[src/rtl/quantized_histogram_bayes_classifier_core_defines.svh]
// Assertion macros shared by the classifier RTL.
`ifndef QUANTIZED_HISTOGRAM_BAYES_CLASSIFIER_CORE_DEFINES_SVH
`define QUANTIZED_HISTOGRAM_BAYES_CLASSIFIER_CORE_DEFINES_SVH

// Same-cycle implication, disabled during reset.
`define QHBC_ASSERT_NOW(label, clk, rst, ante, cons, msg) \
  label: assert property (@(posedge clk) disable iff (rst) (ante) |-> (cons)) \
    else $error(msg);

// Next-cycle implication, disabled during reset.
`define QHBC_ASSERT_NEXT(label, clk, rst, ante, cons, msg) \
  label: assert property (@(posedge clk) disable iff (rst) (ante) |=> (cons)) \
    else $error(msg);

`endif

[src/rtl/qhbc_pkg.sv]
// Shared constants and operation codes of the histogram classifier.
package qhbc_pkg;

  localparam int FEATURES = 5;
  localparam int FEAT_W   = 16;
  localparam int COMP_W   = 3;
  localparam int BLVL_W   = 2;
  localparam int TALLY_W  = 24;
  localparam int CELL_W   = 10;

  typedef enum logic [1:0] {
    OP_LOAD     = 2'd0,
    OP_CLEAR    = 2'd1,
    OP_TRAIN    = 2'd2,
    OP_CLASSIFY = 2'd3
  } op_t;

endpackage

[src/rtl/qhbc_quant.sv]
// Quantizes the five features against their level bounds into a cell address.
module qhbc_quant #(
  parameter int LEVELS  = 4,
  localparam int ADDR_W = $clog2(LEVELS ** qhbc_pkg::FEATURES),
  localparam int LVL_W  = $clog2(LEVELS)
) (
  input  logic [qhbc_pkg::FEAT_W-1:0] features [qhbc_pkg::FEATURES],
  input  logic [qhbc_pkg::FEAT_W-1:0] bounds [qhbc_pkg::FEATURES][LEVELS-1],
  output logic [ADDR_W-1:0]           addr
);
  import qhbc_pkg::*;

  // Each feature takes the last level whose bound it exceeds; levels are
  // weighted in mixed radix, first feature least significant.
  always_comb begin
    logic [LVL_W-1:0]  lvl;
    logic [ADDR_W-1:0] acc;
    acc = '0;
    for (int f = 0; f < FEATURES; f++) begin
      lvl = '0;
      for (int j = 1; j < LEVELS; j++) begin
        if (features[f] > bounds[f][j-1]) begin
          lvl = LVL_W'(j);
        end
      end
      acc = acc + ADDR_W'(ADDR_W'(lvl) * ADDR_W'(LEVELS ** f));
    end
    addr = acc;
  end

endmodule

[config.mk]
export PLATFORM = sky130hd
export DESIGN_NAME = qhbc_quant
export DESIGN_NICKNAME = d
export VERILOG_FILES = /design/src/rtl/quantized_histogram_bayes_classifier_core_defines.svh /design/src/rtl/qhbc_pkg.sv /design/src/rtl/qhbc_quant.sv
export SDC_FILE = /design/constraint.sdc
export NUM_CORES = 1
export LEC_CHECK = 0
export BUFFER_PORTS_ARGS = -buffer_cell sky130_fd_sc_hd__clkbuf_2
export CORE_AREA = 4 4 125 127
export DETAILED_ROUTE_END_ITERATION = 7
export DIE_AREA = 0 0 129 131
export PLACE_DENSITY = 0.75
export SLEW_MARGIN = 30
export SYNTH_ARGS = -nofsm -noshare
export SYNTH_HDL_FRONTEND = slang
export SYNTH_SLANG_ARGS = --single-unit
[constraint.sdc]
create_clock -name vclk -period 2.2
set_clock_uncertainty 0.05 [all_clocks]
set_input_delay 0.44 -clock vclk [all_inputs]
set_output_delay 0.44 -clock vclk [all_outputs]
set_load 0.005 [all_outputs]
==> impl_results.rst <==
.. list-table::
   :header-rows: 1

   * - Metric
     - Value
   * - Portion of the post-synthesis area used by sequential elements
     - 0
   * - Routing layer with the top usage in global route
     - met2
   * - Die height
     - 131 um
   * - List of cells traversed by the critical path
     - buf_8, ha_4, nand4_1, nor4_2, a21oi_1, a22oi_2, or2_1, buf_2
   * - PwrDens
     - 197 mW/mm^2
   * - Number of violations of the max-capacitance limit
     - 0
   * - FP Rows
     - 44
   * - Headroom to the max-slew limit
     - 0.748
   * - Number of iterations in the first detailed-routing pass
     - 5
   * - Min-delay worst type
     - in2out
   * - Setup-violating endpoint count in the final report
     - 10
   * - Wire length of the first global-routing pass
     - 34700 um
   * - Placeable core region
     - 0.0144 sq mm
   * - Iteration-0 DRC Markers
     - 248
   * - Detailed-route wire length per cell
     - 17.8 um
   * - Proportion of netlist area held by the largest area contributor
     - 0.496
   * - Average footprint of a synthesized cell
     - 7.23 sq um
   * - Leftover overflow at the end of global routing
     - 0
   * - Share of post-route cells with drive strength above 1
     - 0.473
   * - Smallest setup slack after layout
     - -437 ps
   * - Synthesized net count
     - 1398
   * - Final hold vios
     - 0
   * - Unrepaired setup endpoints after global routing
     - true
   * - Summed instance area of the synthesized netlist
     - 0.00606 sq mm
   * - Total Die Area
     - 0.0169 sq mm
   * - Number of buffer cells added on primary ports
     - 330
   * - Gate count after technology mapping
     - 838
   * - Worst hold-check slack
     - 1480 ps
   * - Met1 Use GR
     - 0.275
   * - Fill cell total of the finished layout
     - 1005
   * - Cell accounting for the most synthesized area
     - sky130_fd_sc_hd__ha_1
   * - HPWL reported at the end of detailed placement
     - 18600 um
   * - Antenna diodes
     - 0
   * - Cell with the most instances after synthesis
     - sky130_fd_sc_hd__ha_1
   * - Cells taking the most area after synthesis
     - sky130_fd_sc_hd__ha_1 50%, sky130_fd_sc_hd__inv_1 15%, sky130_fd_sc_hd__a21oi_1 7.9%, sky130_fd_sc_hd__nand4_1 5.0%, sky130_fd_sc_hd__a21o_1 4.1%
   * - Routability congestion estimate
     - 0.964
   * - Number of antenna violations at the first check in global routing
     - 0
   * - Worst vdd ir
     - 124 uV
   * - Number of clock buffer instances in the layout
     - 0
   * - Highest attainable clock frequency
     - 379 MHz
   * - CP Max Fanout
     - 3
   * - Status
     - complete, but fails checks
   * - Sequential cell count
     - 0
   * - Synth top cells by count
     - 240 x sky130_fd_sc_hd__ha_1, 237 x sky130_fd_sc_hd__inv_1, 96 x sky130_fd_sc_hd__a21oi_1
   * - CP Launch Type
     - primary input
   * - Actual slew at the worst max-slew pin
     - 374 ps
   * - Synthesis-to-layout area growth
     - 71.2%
   * - Cell variety after synth
     - 29
   * - Crit path required time
     - 1710 ps
   * - Final design instance area without fill
     - 0.0104 sq mm
   * - Post-route clock period utilization
     - 1.20
   * - Max-slew violation count
     - 0
   * - Worst hold path startpoint
     - bounds[207]
   * - Final critical delay including setup and external delays
     - 2640 ps
   * - Total routing resource utilization after global routing
     - 0.249
   * - Top-level I/O count
     - 330
   * - Met3 track demand over resource in global routing
     - 0.0313
   * - Via density per instance
     - 5.45
   * - Global-route met2 utilization
     - 0.477
   * - Slowest cell on the critical path
     - sky130_fd_sc_hd__nor4_2
   * - Type of destination of the critical path
     - primary output
   * - Starting Density
     - 0.420
   * - Number of antenna-violating nets in the routed design
     - 0
   * - Residual DRC
     - 0
   * - Highest cell delay on the worst timing path
     - 450 ps
   * - Post-detailed-routing wire length
     - 25800 um
   * - Sequential Area
     - 0 sq um
   * - Violated checks
     - setup timing
   * - Via count of the first global-routing pass
     - 7788
   * - Standard cell area after detailed placement
     - 0.00856 sq mm
   * - Largest net degree at the start of global routing
     - 4
   * - Startpoint of the worst setup timing path
     - features[25]
   * - Crit path arrival time
     - 2150 ps
   * - Type of the worst setup path
     - in2out
   * - Number of warnings printed during yosys synthesis
     - 0
   * - Leakage power total
     - 5.82 nW
   * - Overall via count from detail_route
     - 7891
   * - Multi-input gate area in the final layout
     - 0.00652 sq mm
   * - Die width
     - 129 um
   * - NumNets Final
     - 1825
==> through the flow <==
stage	instances	util	TNS [ps]	setup WS, ps	power (mW)
6_report	1447	0.719	-3370	-437	2.05
5_1_grt	1447	0.719	-3950	-505	2.24
4_1_cts	1440	0.679	-2630	-375	1.79
3_5_place_dp	1435	0.594	-3150	-387	1.53
3_3_place_gp	1435	0.594	-3020	-381	1.49
2_1_floorplan	838	-	0	54.8	0.793
==> power by group <==
part | internal [mW] | total (mW) | switching [mW]
sequential | 0 | 0 | 0
combinational | 1.06 | 2.05 | 0.985
clock | 0 | 0 | 0
==> cell usage in the layout, fill, tap and decap left out, types with 4 or more instances in the layout <==
cell                        synthesis  final
sky130_fd_sc_hd__a211oi_1           9      4
sky130_fd_sc_hd__a211oi_2           0      5
sky130_fd_sc_hd__a21boi_0           4      4
sky130_fd_sc_hd__a21o_1            33     33
sky130_fd_sc_hd__a21oi_1           96     80
sky130_fd_sc_hd__a21oi_2            0     16
sky130_fd_sc_hd__a221oi_2           0      5
sky130_fd_sc_hd__buf_2              0      5
sky130_fd_sc_hd__buf_4              0     92
sky130_fd_sc_hd__buf_6              0     18
sky130_fd_sc_hd__buf_8              0      7
sky130_fd_sc_hd__clkbuf_16          0      4
sky130_fd_sc_hd__clkbuf_2           0    284
sky130_fd_sc_hd__clkbuf_4           0      4
sky130_fd_sc_hd__clkbuf_8           0     11
sky130_fd_sc_hd__ha_1             240    154
sky130_fd_sc_hd__ha_4               0     85
sky130_fd_sc_hd__inv_1            237    214
sky130_fd_sc_hd__inv_2              0     21
sky130_fd_sc_hd__nand2_1           34     31
sky130_fd_sc_hd__nand3_1           29     29
sky130_fd_sc_hd__nand4_1           48     48
sky130_fd_sc_hd__nor2_1            17     17
sky130_fd_sc_hd__nor2b_1           10      9
sky130_fd_sc_hd__nor2b_4            0      4
sky130_fd_sc_hd__nor4_1             9      4
sky130_fd_sc_hd__nor4_2             5      7
sky130_fd_sc_hd__o211ai_1           8      8
sky130_fd_sc_hd__o21a_1             4      4
sky130_fd_sc_hd__o21ai_0           12      6
sky130_fd_sc_hd__o21ai_1            0      6
sky130_fd_sc_hd__o31ai_2            3      7
sky130_fd_sc_hd__or2_1              5      5
==> critical path, delay by kind of cell <==
family                   cells  cell delay (ps)
AND/OR/NAND/NOR              3              830
AO/OA/AOI/OAI                2              360
adder cells (fa/ha/maj)      1              270
buffers and inverters        2              240
==> kinds of logic (layout without fill, tap and decap cells) <==
family	count (synthesis)	after routing	synth area share
AND/OR/NAND/NOR	167	167	0.152
buffers and inverters	237	662	0.147
AO/OA/AOI/OAI	194	194	0.205
adder cells (fa/ha/maj)	240	240	0.496
==> path summary, 6_finish.rpt <==
path                  end  depth (start not counted)
setup / recovery  addr[7]                          8
hold / removal    addr[0]                          7
==> cell type report <==
cell class                      instances  area share
Tap cell                              184      0.0222
Multi-Input combinational cell        601       0.629
Inverter                              237      0.0862
Timing Repair Buffer                  425       0.263
==> per-layer routing <==
layer | part of all wire | vias up | wire [um]
met5 | 0 | - | 0
met3 | 0.075 | 118 | 1930
met4 | 0.051 | 0 | 1320
li1 | - | 3801 | -
met1 | 0.36 | 3543 | 9260
met2 | 0.51 | 429 | 13300
==> timing repair <==
item,4_1_cts,5_1_grt
pin swaps,84,65
hold buffers,0,0
setup buffers,5,7
resized for setup,155,104
endpoints found under the setup margin,10,10
Note: power is estimated with default switching activity, not from simulation.
